File: src/hdl/spp_pkg.sv
`default_nettype none

package spp_pkg;

    // Field widths fixed by the item formats
    localparam int unsigned CNT_W     = 16;
    localparam int unsigned AMOUNT_W  = 8;
    localparam int unsigned PENDING_W = 32;

    // Configuration port
    localparam int unsigned APB_DATA_W = 32;
    localparam int unsigned APB_ADDR_W = 4;
    localparam int unsigned REG_IDX_W  = 2;

    typedef enum logic [REG_IDX_W-1:0] {
        REG_PULSE_PERIOD_TOP = 2'd0,
        REG_PULSE_HIGH_TICKS = 2'd1,
        REG_GROUP_TOP        = 2'd2,
        REG_UNUSED           = 2'd3
    } t_reg_idx;

    localparam logic [CNT_W-1:0] PULSE_PERIOD_TOP_RST = 16'd999;
    localparam logic [CNT_W-1:0] PULSE_HIGH_TICKS_RST = 16'd500;
    localparam logic [CNT_W-1:0] GROUP_TOP_RST        = 16'd1;

    // Item action codes
    localparam logic ACT_ADD  = 1'b0;
    localparam logic ACT_TICK = 1'b1;

    typedef struct packed {
        logic                       action;
        logic signed [AMOUNT_W-1:0] step_amount;
        logic                       forward_end_hit;
        logic                       reverse_end_hit;
    } t_in_item;

    typedef struct packed {
        logic                        step_out;
        logic                        direction_out;
        logic                        is_running;
        logic signed [PENDING_W-1:0] steps_pending;
    } t_out_item;

    typedef struct packed {
        logic [CNT_W-1:0] pulse_period_top;
        logic [CNT_W-1:0] pulse_high_ticks;
        logic [CNT_W-1:0] group_top;
    } t_cfg;

endpackage

`default_nettype wire

File: src/hdl/spp_core.sv
`default_nettype none

module spp_core
    import spp_pkg::*;
#(
    parameter int unsigned POOL_WIDTH = 32
) (
    input  wire logic      i_clk,
    input  wire logic      i_rst_n,
    input  wire logic      i_accept,
    input  wire t_in_item  i_item,
    input  wire t_cfg      i_cfg,
    output t_out_item      o_result
);

    localparam logic signed [POOL_WIDTH-1:0] POOL_MAX = {1'b0, {(POOL_WIDTH-1){1'b1}}};
    localparam logic signed [POOL_WIDTH-1:0] POOL_MIN = {1'b1, {(POOL_WIDTH-1){1'b0}}};
    localparam logic signed [POOL_WIDTH-1:0] POOL_ONE = POOL_WIDTH'(1);

    logic signed [POOL_WIDTH-1:0] r_pool, n_pool;
    logic                         r_dir, n_dir;
    logic                         r_run, n_run;
    logic [CNT_W-1:0]             r_pulse_cnt, n_pulse_cnt;
    logic [CNT_W-1:0]             r_group_cnt, n_group_cnt;

    logic signed [POOL_WIDTH:0]   w_sum;
    logic signed [POOL_WIDTH-1:0] w_sat;
    logic signed [POOL_WIDTH-1:0] w_toward_zero;

    // Saturating add of the step amount, one bit of headroom
    always_comb begin
        w_sum = (POOL_WIDTH+1)'(r_pool) + (POOL_WIDTH+1)'(i_item.step_amount);
        if (w_sum[POOL_WIDTH] != w_sum[POOL_WIDTH-1]) begin
            w_sat = w_sum[POOL_WIDTH] ? POOL_MIN : POOL_MAX;
        end else begin
            w_sat = w_sum[POOL_WIDTH-1:0];
        end
    end

    // Move one count toward zero
    always_comb begin
        if (r_pool == '0) begin
            w_toward_zero = r_pool;
        end else if (r_pool[POOL_WIDTH-1]) begin
            w_toward_zero = r_pool + POOL_ONE;
        end else begin
            w_toward_zero = r_pool - POOL_ONE;
        end
    end

    always_comb begin
        n_pool      = r_pool;
        n_dir       = r_dir;
        n_run       = r_run;
        n_pulse_cnt = r_pulse_cnt;
        n_group_cnt = r_group_cnt;
        if (i_item.action == ACT_ADD) begin
            n_pool = w_sat;
            n_dir  = w_sat[POOL_WIDTH-1];
            if (w_sat != '0) begin
                if (w_sat[POOL_WIDTH-1] ? i_item.reverse_end_hit
                                        : i_item.forward_end_hit) begin
                    n_pool = '0;
                end else begin
                    n_run = 1'b1;
                end
            end
        end else if (r_run) begin
            if (r_pulse_cnt >= i_cfg.pulse_period_top) begin
                n_pulse_cnt = '0;
                if (r_group_cnt >= i_cfg.group_top) begin
                    n_group_cnt = '0;
                    n_pool      = w_toward_zero;
                    if (w_toward_zero == '0) begin
                        n_run = 1'b0;
                    end
                end else begin
                    n_group_cnt = r_group_cnt + CNT_W'(1);
                end
            end else begin
                n_pulse_cnt = r_pulse_cnt + CNT_W'(1);
            end
        end
    end

    always_ff @(posedge i_clk) begin
        if (!i_rst_n) begin
            r_pool      <= '0;
            r_dir       <= 1'b0;
            r_run       <= 1'b0;
            r_pulse_cnt <= '0;
            r_group_cnt <= '0;
        end else if (i_accept) begin
            r_pool      <= n_pool;
            r_dir       <= n_dir;
            r_run       <= n_run;
            r_pulse_cnt <= n_pulse_cnt;
            r_group_cnt <= n_group_cnt;
        end
    end

    // Result reflects the state after the item
    always_comb begin
        o_result.step_out      = n_run && (n_pulse_cnt < i_cfg.pulse_high_ticks);
        o_result.direction_out = n_dir;
        o_result.is_running    = n_run;
        o_result.steps_pending = PENDING_W'(n_pool);
    end

endmodule

`default_nettype wire

File: src/hdl/step_pool_pulse_controller_top.sv
`default_nettype none

// Channel   Direction  Handshake                  Payload
// input     in         i_in_valid / o_in_ready    i_in_data  (t_in_item)
// result    out        o_out_valid / i_out_ready  o_out_data (t_out_item)
// config    in         APB psel/penable/pwrite    paddr, pwdata, prdata
//
// Every item (add or tick) is one state update: a single saturating
// add, a step of one toward zero and two 16-bit counter compares.
// One beat per cycle is sustained; a two-entry result queue holds results
// while the consumer stalls, and o_in_ready drops only when both are full.
// Reset (i_rst_n low at a clock edge) clears the pool, flags, counters and
// the queue, and loads the register defaults; no clearing pass is needed.

module step_pool_pulse_controller_top
    import spp_pkg::*;
#(
    parameter int unsigned POOL_WIDTH = 32
) (
    input  wire logic                  i_clk,
    input  wire logic                  i_rst_n,

    input  wire logic                  i_in_valid,
    output logic                       o_in_ready,
    input  wire t_in_item              i_in_data,

    output logic                       o_out_valid,
    input  wire logic                  i_out_ready,
    output t_out_item                  o_out_data,

    input  wire logic                  psel,
    input  wire logic                  penable,
    input  wire logic                  pwrite,
    input  wire logic [APB_ADDR_W-1:0] paddr,
    input  wire logic [APB_DATA_W-1:0] pwdata,
    output logic [APB_DATA_W-1:0]      prdata,
    output logic                       pready
);

    // ---------------------------------------------------------------
    // Configuration registers
    // ---------------------------------------------------------------
    t_cfg     r_cfg;
    t_reg_idx w_reg_idx;
    logic     w_cfg_write;

    assign pready      = 1'b1;
    assign w_reg_idx   = t_reg_idx'(paddr[APB_ADDR_W-1:APB_ADDR_W-REG_IDX_W]);
    assign w_cfg_write = psel && penable && pwrite;

    always_ff @(posedge i_clk) begin
        if (!i_rst_n) begin
            r_cfg.pulse_period_top <= PULSE_PERIOD_TOP_RST;
            r_cfg.pulse_high_ticks <= PULSE_HIGH_TICKS_RST;
            r_cfg.group_top        <= GROUP_TOP_RST;
        end else if (w_cfg_write) begin
            unique case (w_reg_idx)
                REG_PULSE_PERIOD_TOP: r_cfg.pulse_period_top <= pwdata[CNT_W-1:0];
                REG_PULSE_HIGH_TICKS: r_cfg.pulse_high_ticks <= pwdata[CNT_W-1:0];
                REG_GROUP_TOP:        r_cfg.group_top        <= pwdata[CNT_W-1:0];
                default: ; // drop writes outside the register map
            endcase
        end
    end

    // Read back the addressed register
    always_comb begin
        unique case (w_reg_idx)
            REG_PULSE_PERIOD_TOP: prdata = APB_DATA_W'(r_cfg.pulse_period_top);
            REG_PULSE_HIGH_TICKS: prdata = APB_DATA_W'(r_cfg.pulse_high_ticks);
            REG_GROUP_TOP:        prdata = APB_DATA_W'(r_cfg.group_top);
            default:              prdata = '0;
        endcase
    end

    // ---------------------------------------------------------------
    // Step pool state and pulse counters
    // ---------------------------------------------------------------
    logic      w_in_accept;
    t_out_item w_result;

    assign w_in_accept = i_in_valid && o_in_ready;

    spp_core #(
        .POOL_WIDTH (POOL_WIDTH)
    ) u_core (
        .i_clk    (i_clk),
        .i_rst_n  (i_rst_n),
        .i_accept (w_in_accept),
        .i_item   (i_in_data),
        .i_cfg    (r_cfg),
        .o_result (w_result)
    );

    // ---------------------------------------------------------------
    // Result queue: output register plus skid entry
    // ---------------------------------------------------------------
    t_out_item r_out;
    t_out_item r_skid;
    logic      r_out_valid;
    logic      r_skid_valid;
    logic      w_out_take;

    assign o_in_ready  = !r_skid_valid;
    assign o_out_valid = r_out_valid;
    assign o_out_data  = r_out;
    assign w_out_take  = r_out_valid && i_out_ready;

    // Control: advance skid into the output slot when the consumer takes a beat
    always_ff @(posedge i_clk) begin
        if (!i_rst_n) begin
            r_out_valid  <= 1'b0;
            r_skid_valid <= 1'b0;
        end else if (r_skid_valid) begin
            if (w_out_take) begin
                r_skid_valid <= 1'b0;
            end
        end else if (w_in_accept) begin
            if (r_out_valid && !w_out_take) begin
                r_skid_valid <= 1'b1;
            end else begin
                r_out_valid <= 1'b1;
            end
        end else if (w_out_take) begin
            r_out_valid <= 1'b0;
        end
    end

    // Payload: no reset needed
    always_ff @(posedge i_clk) begin
        if (r_skid_valid) begin
            if (w_out_take) begin
                r_out <= r_skid;
            end
        end else if (w_in_accept) begin
            if (r_out_valid && !w_out_take) begin
                r_skid <= w_result;
            end else begin
                r_out <= w_result;
            end
        end
    end

endmodule

`default_nettype wire

File: config.mk
export PLATFORM = sky130hd
export DESIGN_NAME = step_pool_pulse_controller_top
export DESIGN_NICKNAME = d
export VERILOG_FILES = /design/src/hdl/spp_pkg.sv /design/src/hdl/spp_core.sv /design/src/hdl/step_pool_pulse_controller_top.sv
export SDC_FILE = /design/constraint.sdc
export NUM_CORES = 1
export LEC_CHECK = 0
export ABC_AREA = 0
export BUFFER_PORTS_ARGS = -buffer_cell sky130_fd_sc_hd__buf_2
export CORE_AREA = 2 2 184 141
export CTS_BUF_LIST = sky130_fd_sc_hd__clkbuf_8
export DETAILED_ROUTE_END_ITERATION = 6
export DIE_AREA = 0 0 186 143
export HOLD_SLACK_MARGIN = 0.06
export MAX_ROUTING_LAYER = met4
export PLACE_DENSITY = 0.79
export SLEW_MARGIN = 15
export SYNTH_ARGS = -nofsm -noshare
export SYNTH_HDL_FRONTEND = slang
export SYNTH_SLANG_ARGS = --single-unit
File: constraint.sdc
create_clock -name i_clk -period 4.6 [get_ports i_clk]
set_input_delay 0.69 -clock i_clk [delete_from_list [all_inputs] [get_ports i_clk]]
set_output_delay 0.69 -clock i_clk [all_outputs]
set_load 0.1 [all_outputs]
==> results by group, run 1 <==
Status
  • Outcome: finished, violations left
  • Failing checks: design-rule violations

Timing
  • RSZ-0062 raised after global routing: false
  • Final Hold Viols: 0
  • Fmax: 0.227 GHz
  • Measured slew at the worst slew-check pin: 1.09 ns
  • Setup-failing EPs final: 0
  • Final Max Tran Viols: 0
  • Setup TNS Final: 0 ns
  • Clock Skew: 0.0253 ns
  • Fin crit share: 95.6%
  • Worst setup slack after layout: 0.204 ns
  • Tmin final: 4.40 ns
  • Max-slew headroom: 27.1%

Final layout
  • Non-Filler Instances: between 2000 and 2500
  • Most frequent cells in the layout: nand2_1 (300), buf_4 (208), a21oi_1 (152)
  • Fin nets: 2240
  • Most common cell after layout, fill and taps aside: nand2_1
  • Layout cells sized above 1: 18.3%
  • Fillers: 2116
  • P&R area growth vs syn: 16.8%
  • Design area: 17200 um^2

GRT
  • Largest net degree at the start of global routing: 87
  • GRT Util Overall: 40.3%
  • Antenna violations before repair: 2
  • Vias in the first global route: 13700
  • First-pass GRT wire length: between 70000 and 80000 um
  • Total grt overflow: 0

Place
  • Post-Place Worst Slack: -0.420 ns
  • GP Congestion: 1.08
  • DP Wirelength: 41200 um
  • Buffers on Ports: 88
  • DP Area: ~17000 um^2
  • Placed Cells: 2388

Drt
  • Pre-antenna DRT Iters: 7
  • Max Used Layer: met4
  • Met3 Wirelength: 8650 um
  • Final wirelength: around 52000 um
  • DRC Markers: 4
  • DR iter-0 viols: 2097
  • Met2 wire length: 19300 um
  • Post-Route M1 WL: 23800 um
  • Vias per cell: ~6.4
  • Post-route ant nets: 0
  • Routed length per instance: around 22 um
  • Vias: 15600

Worst setup path
  • Critical Path Source: u_core.r_pool[0]$_SDFFE_PN0P_
  • Critical Path RT: 4.92 ns
  • Crit-path max FO: 25
  • Worst Path Class, Setup: register to register
  • FF-to-FF End: r_skid[12]$_DFFE_PP_
  • Startpoint Class: register
  • Worst R2R Setup Slack: 0.20 ns
  • R2r worst-path depth: 15
  • CP Capture Type: register
  • Crit path DAT: 4.71 ns
  • Critical Path End: r_skid[12]$_DFFE_PP_
  • Worst r2r src: u_core.r_pool[0]$_SDFFE_PN0P_

Floorplanning
  • DIE AREA: 26600 um^2
  • Die X-Extent: 186 um
  • FP Rows: 50
  • Core Region: 24700 um^2
  • Die height: 143 um
  • Initial core utilization: 59.5%
  • Io pins: 124

Clock tree
  • Clock Tree Root: clkbuf_8
  • Clock Latency Late Sink: between 0.4 and 0.5 ns
  • Clock Sink Count: 186
  • CTS HTree Levels: 4
  • Clock Tree Buf Depth: 2
  • CTS tree: built
  • Clock Pin Slew Worst Setup and Hold Paths: 0.12 ns
  • Number of buffers created by CTS: 17

Synthesis
  • Post-synthesis xor/xnor area fraction: 3.75%
  • Adder-Cell Fraction of Synth Area: 9.80%
  • EDFF count, synth: 70
  • Proportion of synthesized area in mux cells: 2.14%
  • Distinct cells, synth: 86
  • Post-synth ARST share: 0%
  • Simple-gate share of the synthesized area: 21.3%
  • Post-synthesis instance area: about 15000 um^2
  • Synthesized flop and latch total: 186
  • Synth Flop Type: dfxtp_1
  • Yosys synthesis warning count: 0
  • Main combinational cell family by area after synthesis: compound AO/OA/AOI/OAI gates
  • Syn avg cell area: 7.90 um^2
  • Synth Area in Compound Gates: 27.3%
  • Post-synthesis cell count: 1861
  • Sequential area share after synthesis: 30.1%

Min path
  • Hold Path Class: input pin to register

Pwr
  • Static power due to leakage: 7.38 nW
  • P per Cell Area: 350 nW/um^2
  • Peak supply drop: 0.241 mV

Flow run
  • Max_cap viols: 0
registers in the layout, indices dropped and copies added (netlist names), 16 cells and up:
signal / cells
r_cfg: 48
o_out_data: 35
r_skid: 35
u_core.r_pool: 32
u_core.r_group_cnt: 16
u_core.r_pulse_cnt: 16
worst max-delay path, stage by stage, from the launching register on:
cell	delay [ns]
dfxtp_1	0.40
ha_1	0.19
inv_1	0.05
fa_1	0.40
nand2b_1	0.21
a21bo_2	0.26
a211oi_4	0.29
o221a_2	0.24
o21ai_0	0.09
a2111oi_2	0.60
nand4_1	0.35
a2111oi_2	0.42
buf_4	0.23
nor2_4	0.13
buf_4	0.17
o21ai_0	0.18
layer usage:
metal,vias up,track usage (%)
met4,0,7.25
met5,-,-
met2,1009,48.8
li1,7229,-
met1,7298,60.6
met3,68,17.2
report_power, final:
group | switching [mW] | internal [mW] | leakage (nW)
clock network | 0.713 | 0.417 | 0.201
logic | 1.96 | 1.00 | 5.56
registers | 0.0940 | 1.83 | 1.62
total | 2.76 | 3.25 | 7.38
synth_stat cells (5+ instances only):
library cell / count / area, um^2
a21o_1: 62 / 465
and3_1: 21 / 131
a31oi_1: 8 / 50.1
buf_2: 16 / 80.1
o21ai_0: 109 / 546
nand2b_1: 9 / 56.3
or2_2: 5 / 31.3
o22ai_1: 8 / 50.1
o41ai_1: 5 / 43.8
nand4_1: 30 / 188
a21oi_1: 153 / 766
nand3_1: 41 / 205
a221oi_1: 5 / 43.8
o211ai_1: 31 / 233
ha_1: 112 / 1400
and2_1: 16 / 100
nor2b_1: 14 / 87.6
edfxtp_1: 70 / 2100
dfxtp_1: 116 / 2320
a311oi_2: 10 / 150
a211o_1: 5 / 43.8
or3_1: 11 / 68.8
o31ai_1: 52 / 390
o21ai_1: 6 / 30.0
clkbuf_1: 83 / 312
a211oi_1: 23 / 173
buf_4: 17 / 128
a311oi_1: 15 / 131
buf_1: 5 / 18.8
o21a_1: 33 / 248
nor4_1: 18 / 113
nor3_1: 46 / 230
a21boi_0: 5 / 37.5
nor2_1: 132 / 495
nand2_1: 300 / 1130
xnor2_1: 30 / 263
inv_1: 69 / 259
nor3b_1: 7 / 52.6
and4_1: 6 / 52.6
o21bai_1: 7 / 52.6
mux2i_1: 28 / 280
xor2_1: 33 / 289
nor4b_1: 6 / 52.6
final cells by class:
class,instances,area [um^2],area share (%)
well taps,338,423,2.46
multi-input cells,1497,9580,55.8
clock buffers,17,234,1.36
diodes,2,5.00,0.0291
inverters,71,270,1.57
flip-flops and latches,186,4430,25.8
clock inverters,15,173,1.01
repair buffers,299,2060,12.0
metrics by stage:
stage / total power, mW / utilization, % / hold slack [ns]
floorplan: 3.75 / - / 0.445
global placement: 4.74 / 67.6 / 0.460
detailed placement: 4.77 / 67.6 / 0.475
CTS: 5.87 / 69.3 / 0.370
global route: 6.23 / 69.5 / 0.367
finish: 6.01 / 69.5 / 0.377
worst min path at each step:
stage,end,startpoint,depth (start not counted)
after floorplan,r_cfg[16]$_SDFFE_PN0P_,r_cfg[16]$_SDFFE_PN0P_,2
after global placement,r_cfg[35]$_SDFFE_PN0P_,r_cfg[35]$_SDFFE_PN0P_,2
after detailed placement,r_cfg[46]$_SDFFE_PN0P_,r_cfg[46]$_SDFFE_PN0P_,2
after CTS,r_skid_valid$_SDFF_PN0_,i_out_ready,2
after global routing,r_skid_valid$_SDFF_PN0_,i_out_ready,2
final,r_skid_valid$_SDFF_PN0_,i_out_ready,2
what timing repair did:
action	in CTS	in global routing
endpoints found under the setup margin	21	75
setup buffers	0	2
hold buffers	0	0
gates resized for setup	1	5
cloned	0	1
pin swaps	0	1
logic make-up after synthesis:
group,count (synthesis)
fa+ha+maj,114
other cells,2
flops,186
compound gates,592
simple gates,679
buf+inv,194
xor+xnor,63
mux,31
(Power assumes the default switching activity.)
==> run 2: changes to the inputs <==
- BUFFER_PORTS_ARGS: -buffer_cell sky130_fd_sc_hd__buf_2 -> -buffer_cell sky130_fd_sc_hd__buf_4
- clock period: 4.6 -> 4.4 ns (I/O delays scaled with it)
==> run 2 against run 1 <==
The flow now finishes without violations. Register-to-register slack got worse by 0.13 ns. Clock power rose by 12%. Final cell count rose by 0.45%. Sequential share of layout area fell by 0.49 points. Via count rose by 1.2%. Clock-buffer cell count rose by 1. Critical path type unchanged. Largest power group unchanged.
==> results by group, run 2 (synthesized netlist as in run 1, its figures left out) <==
Floorplanning
  • FP Rows: 50 (unchanged)
  • Io pins: 124 (unchanged)
  • DIE AREA: 26600 um^2 (unchanged)
  • Die height: 143 um (unchanged)
  • Core Region: 24700 um^2 (unchanged)
  • Initial core utilization: 59.5% (unchanged)
  • Die X-Extent: 186 um (unchanged)

GRT
  • Antenna violations before repair: 3 (+1)
  • Largest net degree at the start of global routing: 86 (-1.1%)
  • Total grt overflow: 0 (unchanged)
  • First-pass GRT wire length: 80000 um (+1.7%)
  • Vias in the first global route: 14000 (+2.6%)
  • GRT Util Overall: 40.9% (+0.58 points)

Clock tree
  • Clock Latency Late Sink: 0.50 ns (about the same)
  • Number of buffers created by CTS: 17 (unchanged)
  • Clock Sink Count: 186 (unchanged)
  • Clock Pin Slew Worst Setup and Hold Paths: 0.12 ns (about the same)
  • Hold buffer count at CTS: 0 (unchanged)
  • Clock Tree Root: clkbuf_8
  • Clock Tree Buf Depth: 2 (unchanged)
  • CTS HTree Levels: 4 (unchanged)
  • CTS tree: built

Timing
  • Fin crit share: 98.2% (+2.7 points)
  • Worst setup slack after layout: 0.0770 ns (-0.127 ns)
  • Max-slew headroom: 27.6% (+0.48 points)
  • Clock Skew: 0.0244 ns (-0.000898 ns)
  • Final Hold Viols: 0 (unchanged)
  • Tmin final: 4.32 ns (-0.0730 ns)
  • Measured slew at the worst slew-check pin: 1.08 ns (-0.00711 ns)
  • Fmax: 0.231 GHz (+1.7%)
  • Final Max Tran Viols: 0 (unchanged)
  • Setup-failing EPs final: 0 (unchanged)
  • Setup TNS Final: 0 ns (unchanged)
  • Min Hold Slack: 0.329 ns (-0.0482 ns)

Final layout
  • Layout cells sized above 1: 18.8% (+0.49 points)
  • Biggest register: r_cfg
  • Fin nets: 2249 (+0.40%)
  • Multi-input logic area: 9630 um^2 (+0.47%)
  • P&R area growth vs syn: 19.1%
  • Reg area: 4430 um^2 (unchanged)
  • Fillers: 1952 (-7.8%)
  • Non-Filler Instances: 2436 (+0.45%)
  • Core Util, Final: 70.9% (+1.3 points)
  • Largest register FFs: 48 (unchanged)
  • Most common cell after layout, fill and taps aside: buf_4
  • Most frequent cells in the layout: buf_4 (306), nand2_1 (300), a21oi_1 (152)

Worst setup path
  • Worst-path cell chain: ha_1, inv_1, fa_1, nand2b_1, a21bo_2, buf_4, nand2_1, xor2_1, or4_4, a2111oi_4, nand4_1, buf_4, or2_1, o31a_1, buf_12, a311oi_1
  • Max incr delay on CP: 0.57 ns (-0.03 ns)
  • Crit-path leading delay family: simple AND/OR/NAND/NOR gates
  • Critical Path RT: 4.78 ns (-0.14 ns)
  • Worst Path Class, Setup: register to register
  • Startpoint Class: register
  • CP max-delay cell: or4_4
  • Worst r2r src: u_core.r_pool[0]$_SDFFE_PN0P_
  • Critical path buffers and inverters: 4 (+1)
  • Worst R2R Setup Slack: 0.08 ns (-0.13 ns)
  • R2r worst-path depth: 16 (+1)
  • FF-to-FF End: u_core.r_pool[17]$_SDFFE_PN0P_
  • Crit path DAT: 4.70 ns (about the same)
  • CP Capture Type: register
  • Crit-path max FO: 28 (+12%)
  • Cell mode on critical path: buf_4

Drt
  • Vias per cell: 6.48 (+0.72%)
  • Final wirelength: 53100 um (+1.2%)
  • DRC Markers: 0 (-4)
  • Routed length per instance: 21.8 um (+0.77%)
  • DR iter-0 viols: 2293 (+9.3%)
  • Vias: 15800 (+1.2%)
  • Post-route ant nets: 0 (unchanged)
  • Pre-antenna DRT Iters: 7 (unchanged)

Place
  • DP Wirelength: 41900 um (+1.7%)
  • Post-Place Worst Slack: -0.341 ns (+0.0785 ns)
  • Placed Cells: 2398 (+0.42%)
  • GP Congestion: 1.09 (+0.87%)
  • Buffers on Ports: 88 (unchanged)

Min path
  • Hold EP: r_skid_valid$_SDFF_PN0_
  • Hold Path Class: input pin to register
  • Min-delay src: i_out_ready
  • Hold Path Stages: 2 (unchanged)

Pwr
  • Peak supply drop: 0.240 mV (-0.40%)
  • P per Cell Area: 367 nW/um^2 (+4.8%)
  • Static power due to leakage: 7.51 nW (+1.7%)

Status
  • Outcome: finished clean

Flow run
  • Max_cap viols: 0 (unchanged)
run 2: area by class of cell:
cell class                      count  share of cell area [%]
Antenna cell                        4                  0.0572
Sequential cell                   186                    25.3
Multi-Input combinational cell   1497                    55.0
Clock buffer                       18                    1.41
Inverter                           71                    1.52
Timing Repair Buffer              308                    13.3
Clock inverter                     14                    1.01
Tap cell                          338                    2.42
run 2: worst max-delay path by stage:
stage,depth (start not counted),start,endpoint,slack (ns)
after global placement,16,i_in_data[2],o_out_data[17]$_DFFE_PP_,-0.27
after detailed placement,15,i_in_data[9],r_skid[9]$_DFFE_PP_,-0.34
final,16,u_core.r_pool[0]$_SDFFE_PN0P_,u_core.r_pool[17]$_SDFFE_PN0P_,0.08
after global routing,17,u_core.r_pool[0]$_SDFFE_PN0P_,r_skid[9]$_DFFE_PP_,-0.02
after floorplan,15,i_in_data[2],o_out_data[19]$_DFFE_PP_,0.38
after CTS,16,u_core.r_pool[0]$_SDFFE_PN0P_,r_skid[9]$_DFFE_PP_,0.002
run 2: repair_timing:
item                       4_1_cts  5_1_grt
setup buffers                    0        1
setup endpoints to repair        0       85
gates resized for setup          0       10
run 2: report_power, final:
| part | switching (mW) | internal (mW) |
|---|---|---|
| registers | 0.0931 | 1.92 |
| logic | 2.05 | 1.11 |
| clock network | 0.710 | 0.546 |
run 2: per-layer routing:
metal / vias to the layer above / part of all wire [%] / track usage, %
met4: 0 / 1.5 / 6.71
li1: 7267 / - / -
met3: 84 / 17 / 18.1
met1: 7379 / 44 / 59.8
met2: 1057 / 37 / 51.3
met5: - / 0 / -
run 2: through the flow:
| stage | total power, mW | area [um^2] |
|---|---|---|
| final | 6.43 | 17500 |
| after global placement | 5.01 | 17000 |
| after floorplan | 3.92 | 14800 |
| after detailed placement | 5.05 | 17000 |
| after CTS | 6.28 | 17400 |
| after global routing | 6.65 | 17500 |
==> run 3: changes to the inputs <==
- CORE_AREA: 2 2 184 141 -> 2 2 186 143
- DIE_AREA: 0 0 186 143 -> 0 0 188 145
- SYNTH_HIERARCHICAL: unset -> 1
==> run 3 against run 2 <==
Via count down 5.6%. Utilization down 1.5 points. Flip-flop and latch count unchanged. Die area up 2.5%. Total power up 3.3%. Largest cell class unchanged. Sequential power about the same. Global-route usage down 2.3 points.
==> results by group, run 3 <==
Min path
  • Min-delay src: pwdata[6]
  • Hold Path Class: input pin to register

Final layout
  • P&R area growth vs syn: 17.2%
  • Fin nets: 2150 (-4.4%)
  • Layout cells sized above 1: 22.5% (+3.7 points)
  • Core Util, Final: 69.3% (-1.5 points)
  • Most common cell after layout, fill and taps aside: buf_4
  • Biggest register: r_cfg
  • Largest register FFs: 48 (unchanged)
  • Non-Filler Instances: 2339 (-4.0%)
  • Design area: 17700 um^2 (+0.84%)
  • ANT cells: 0 (-4)
  • Fillers: 2043 (+4.7%)
  • Most frequent cells in the layout: buf_4 (271), nand2_1 (241), nor2_1 (140)

Floorplanning
  • Core Region: 25500 um^2 (+3.0%)
  • DIE AREA: 27300 um^2 (+2.5%)
  • FP Rows: 51 (+2.0%)
  • Die height: 145 um (+1.4%)
  • Io pins: 124 (unchanged)
  • Die X-Extent: 188 um (+1.1%)
  • Initial core utilization: 59.2% (-0.33 points)

Pwr
  • Sw Ratio: 45.8% (+1.4 points)
  • Seq pwr share: 30.2% (-1.1 points)
  • Comb pwr share: 50.5% (+1.3 points)
  • Power Internal: 3.60 mW (+0.63%)
  • Overall power: 6.64 mW (+3.3%)
  • P per Cell Area: 376 nW/um^2 (+2.5%)
  • Static power due to leakage: 7.56 nW (+0.72%)
  • Peak supply drop: 0.262 mV (+9.3%)
  • Net Sw Power: 3.04 mW (+6.7%)
  • Clk pwr share: 19.3% (-0.3 points)

Place
  • DP Wirelength: 41100 um (-1.9%)
  • Buffers on Ports: 88 (unchanged)
  • DP Area: 17100 um^2 (+0.38%)
  • GP Congestion: 1.02 (-5.9%)
  • Placed Cells: 2304 (-3.9%)

Worst setup path
  • Worst-path cell chain: buf_4, ha_1, and2_2, nand3_1, a211o_1, buf_4, a21oi_1, or3_1, a21oi_1, o2111ai_2, nor4b_4, a31oi_4, buf_12, o21ai_0, mux2_2
  • Worst r2r src: u_core/r_pool[7]$_SDFFE_PN0P_
  • R2r worst-path depth: 15 (-1)
  • Critical Path Source: u_core/r_pool[7]$_SDFFE_PN0P_
  • Crit path DAT: 4.71 ns (about the same)
  • CP Capture Type: register
  • Startpoint Class: register
  • Crit-path max FO: 25 (-11%)
  • Crit-path leading delay family: simple AND/OR/NAND/NOR gates
  • Levels on crit path: 15 (-1)
  • Worst Path Class, Setup: register to register
  • Max incr delay on CP: 0.58 ns (about the same)
  • CP max-delay cell: dfxtp_1
  • Critical Path End: o_out_data[11]$_DFFE_PP_
  • Critical path buffers and inverters: 3 (-1)
  • Worst R2R Setup Slack: 0.06 ns (-0.02 ns)
  • FF-to-FF End: o_out_data[11]$_DFFE_PP_
  • Critical Path RT: 4.77 ns (about the same)

Timing
  • Measured slew at the worst slew-check pin: 1.17 ns (+0.0852 ns)
  • Max-slew headroom: 21.8% (-5.8 points)
  • RSZ-0062 raised after global routing: true
  • Final Max Tran Viols: 0 (unchanged)
  • Fmax: 0.230 GHz (-0.47%)
  • Final Hold Viols: 0 (unchanged)
  • Tmin final: 4.34 ns (+0.0205 ns)
  • Fin crit share: 98.7% (+0.47 points)
  • Setup-failing EPs final: 0 (unchanged)
  • Clock Skew: 0.0157 ns (-0.00866 ns)

Clock tree
  • Clock Latency Late Sink: 0.50 ns (about the same)
  • CTS HTree Levels: 4 (unchanged)
  • Clock Pin Slew Worst Setup and Hold Paths: 0.13 ns (about the same)
  • Clock Tree Root: clkbuf_8
  • Clock Tree Buf Depth: 2 (unchanged)
  • Number of buffers created by CTS: 17 (unchanged)
  • Hold buffer count at CTS: 0 (unchanged)
  • CTS tree: built
  • Clock Sink Count: 186 (unchanged)

Synthesis
  • Yosys synthesis warning count: 6 (+6)
  • Cell taking the most area after synthesis: dfxtp_1
  • Most numerous cell in the Yosys netlist: nand2_1
  • Post-synth ARST share: 0% (unchanged)
  • Synthesized flop and latch total: 186 (unchanged)
  • Post-synthesis instance area: 15100 um^2 (+2.5%)
  • Distinct cells, synth: 114 (+33%)
  • Post-synthesis cell count: 1776 (-4.6%)
  • Yosys top cell area share: 15.4% (-0.38 points)
  • Top cells by area, synth: dfxtp_1 (15%), edfxtp_1 (14%), ha_1 (9.3%), nand2_1 (6.0%), mux2i_1 (5.0%)
  • Sequential area share after synthesis: 29.4% (-0.72 points)
  • Most frequent cells after synthesis: nand2_1 (241), nor2_1 (140), o21ai_0 (122)
  • EDFF count, synth: 70 (unchanged)
  • Syn avg cell area: 8.48 um^2 (+7.4%)
  • Synth Flop Type: dfxtp_1

Drt
  • DR iter-0 viols: 1844 (-20%)
  • Vias: 14900 (-5.6%)
  • Final wirelength: 52300 um (-1.5%)
  • Routed length per instance: 22.4 um (+2.6%)
  • Vias per cell: 6.37 (-1.7%)
  • DRC Markers: 0 (unchanged)
  • Post-route ant nets: 0 (unchanged)
  • Pre-antenna DRT Iters: 6 (-1)

Flow run
  • Max_cap viols: 0 (unchanged)

GRT
  • Vias in the first global route: 13500 (-3.8%)
  • Antenna violations before repair: 1 (-2)
  • First-pass GRT wire length: 78900 um (-1.4%)
  • Total grt overflow: 0 (unchanged)
  • Largest net degree at the start of global routing: 76 (-12%)
  • GRT Util Overall: 38.6% (-2.3 points)

Status
  • Outcome: finished clean
## run 3: cell count changes in the layout (fill, tap and decap cells not counted), sizes merged, moves of 30 or more
cell   previous run  this run
nand2           301       242
a21oi           155       104
mux2i            28        76
mux2              3        39
o31ai            52        18
buf             308       278
## run 3: cell type report
| type | count | area [um^2] | share of cell area [%] |
|---|---|---|---|
| Multi-Input combinational cell | 1420 | 9870 | 55.9 |
| Timing Repair inverter | 1 | 7.51 | 0.0425 |
| Sequential cell | 186 | 4430 | 25.1 |
| Timing Repair Buffer | 278 | 2170 | 12.3 |
| Inverter | 78 | 297 | 1.68 |
| Tap cell | 344 | 430 | 2.44 |
| Clock inverter | 15 | 215 | 1.22 |
| Clock buffer | 17 | 234 | 1.33 |
## run 3: logic make-up (layout without fill, tap and decap cells)
group | Yosys count | in the layout | share of synthesized area [%]
and+or+nand+nor | 634 | 634 | 20.1
buffers and inverters | 185 | 389 | 6.24
adders and majority gates | 114 | 114 | 9.57
DFF | 186 | 186 | 29.4
muxes | 115 | 115 | 7.96
xor gates and xnor gates | 67 | 67 | 3.89
AOI/OAI and AO/OA | 473 | 473 | 22.8
other | 2 | 17 | 0.0498
## run 3: worst register-to-register path: cells and delay by family, from the launching register on
family                     cells  cell delay [ns]
buffers and inverters          3             0.60
muxes                          1             0.26
adders and majority gates      1             0.29
AOI/OAI and AO/OA              6             1.23
and+or+nand+nor                4             1.25
DFF                            1             0.58
## run 3: metal layers
| metal | routed length [um] | GRT usage [%] |
|---|---|---|
| met4 | 789 | 6.77 |
| met1 | 24400 | 60.5 |
| met3 | 6990 | 9.41 |
| met2 | 20100 | 49.4 |
| met5 | 0 | - |
## run 3: how the worst min path moves through the flow
stage | to | slack [ns] | depth (start not counted)
after floorplan | r_cfg[35]$_SDFFE_PN0P_ | 0.45 | 2
after global placement | r_cfg[36]$_SDFFE_PN0P_ | 0.46 | 2
after detailed placement | r_cfg[12]$_SDFFE_PN0P_ | 0.47 | 2
after CTS | r_cfg[41]$_SDFFE_PN1P_ | 0.40 | 3
after global routing | r_cfg[41]$_SDFFE_PN1P_ | 0.41 | 3
final | r_cfg[6]$_SDFFE_PN0P_ | 0.42 | 3
## run 3: through the flow
step / TNS, ns / hold WS (ns) / setup slack [ns]
6_report: 0 / 0.420 / 0.0565
3_5_place_dp: -14.51 / 0.466 / -0.560
4_1_cts: 0 / 0.398 / 0.0119
5_1_grt: -0.120 / 0.407 / -0.0332
2_1_floorplan: 0 / 0.447 / 0.150
3_3_place_gp: -6.36 / 0.460 / -0.452
## run 3: power by group through the flow
stage | clock network [mW] | registers, mW | logic (mW)
after floorplan | 0 | 2.33 | 1.73
after global placement | 0 | 2.03 | 3.15
after detailed placement | 0 | 2.03 | 3.18
after CTS | 1.29 | 2.00 | 3.21
after global routing | 1.36 | 2.01 | 3.52
final | 1.28 | 2.00 | 3.35
## run 3: what timing repair did
action | CTS | global route
pin swaps | 0 | 6
buffers inserted | 2 | 0
endpoints found under the setup margin | 11 | 70
endpoints found under the hold margin | 0 | 0
gates cloned | 0 | 1
gates resized for setup | 11 | 26
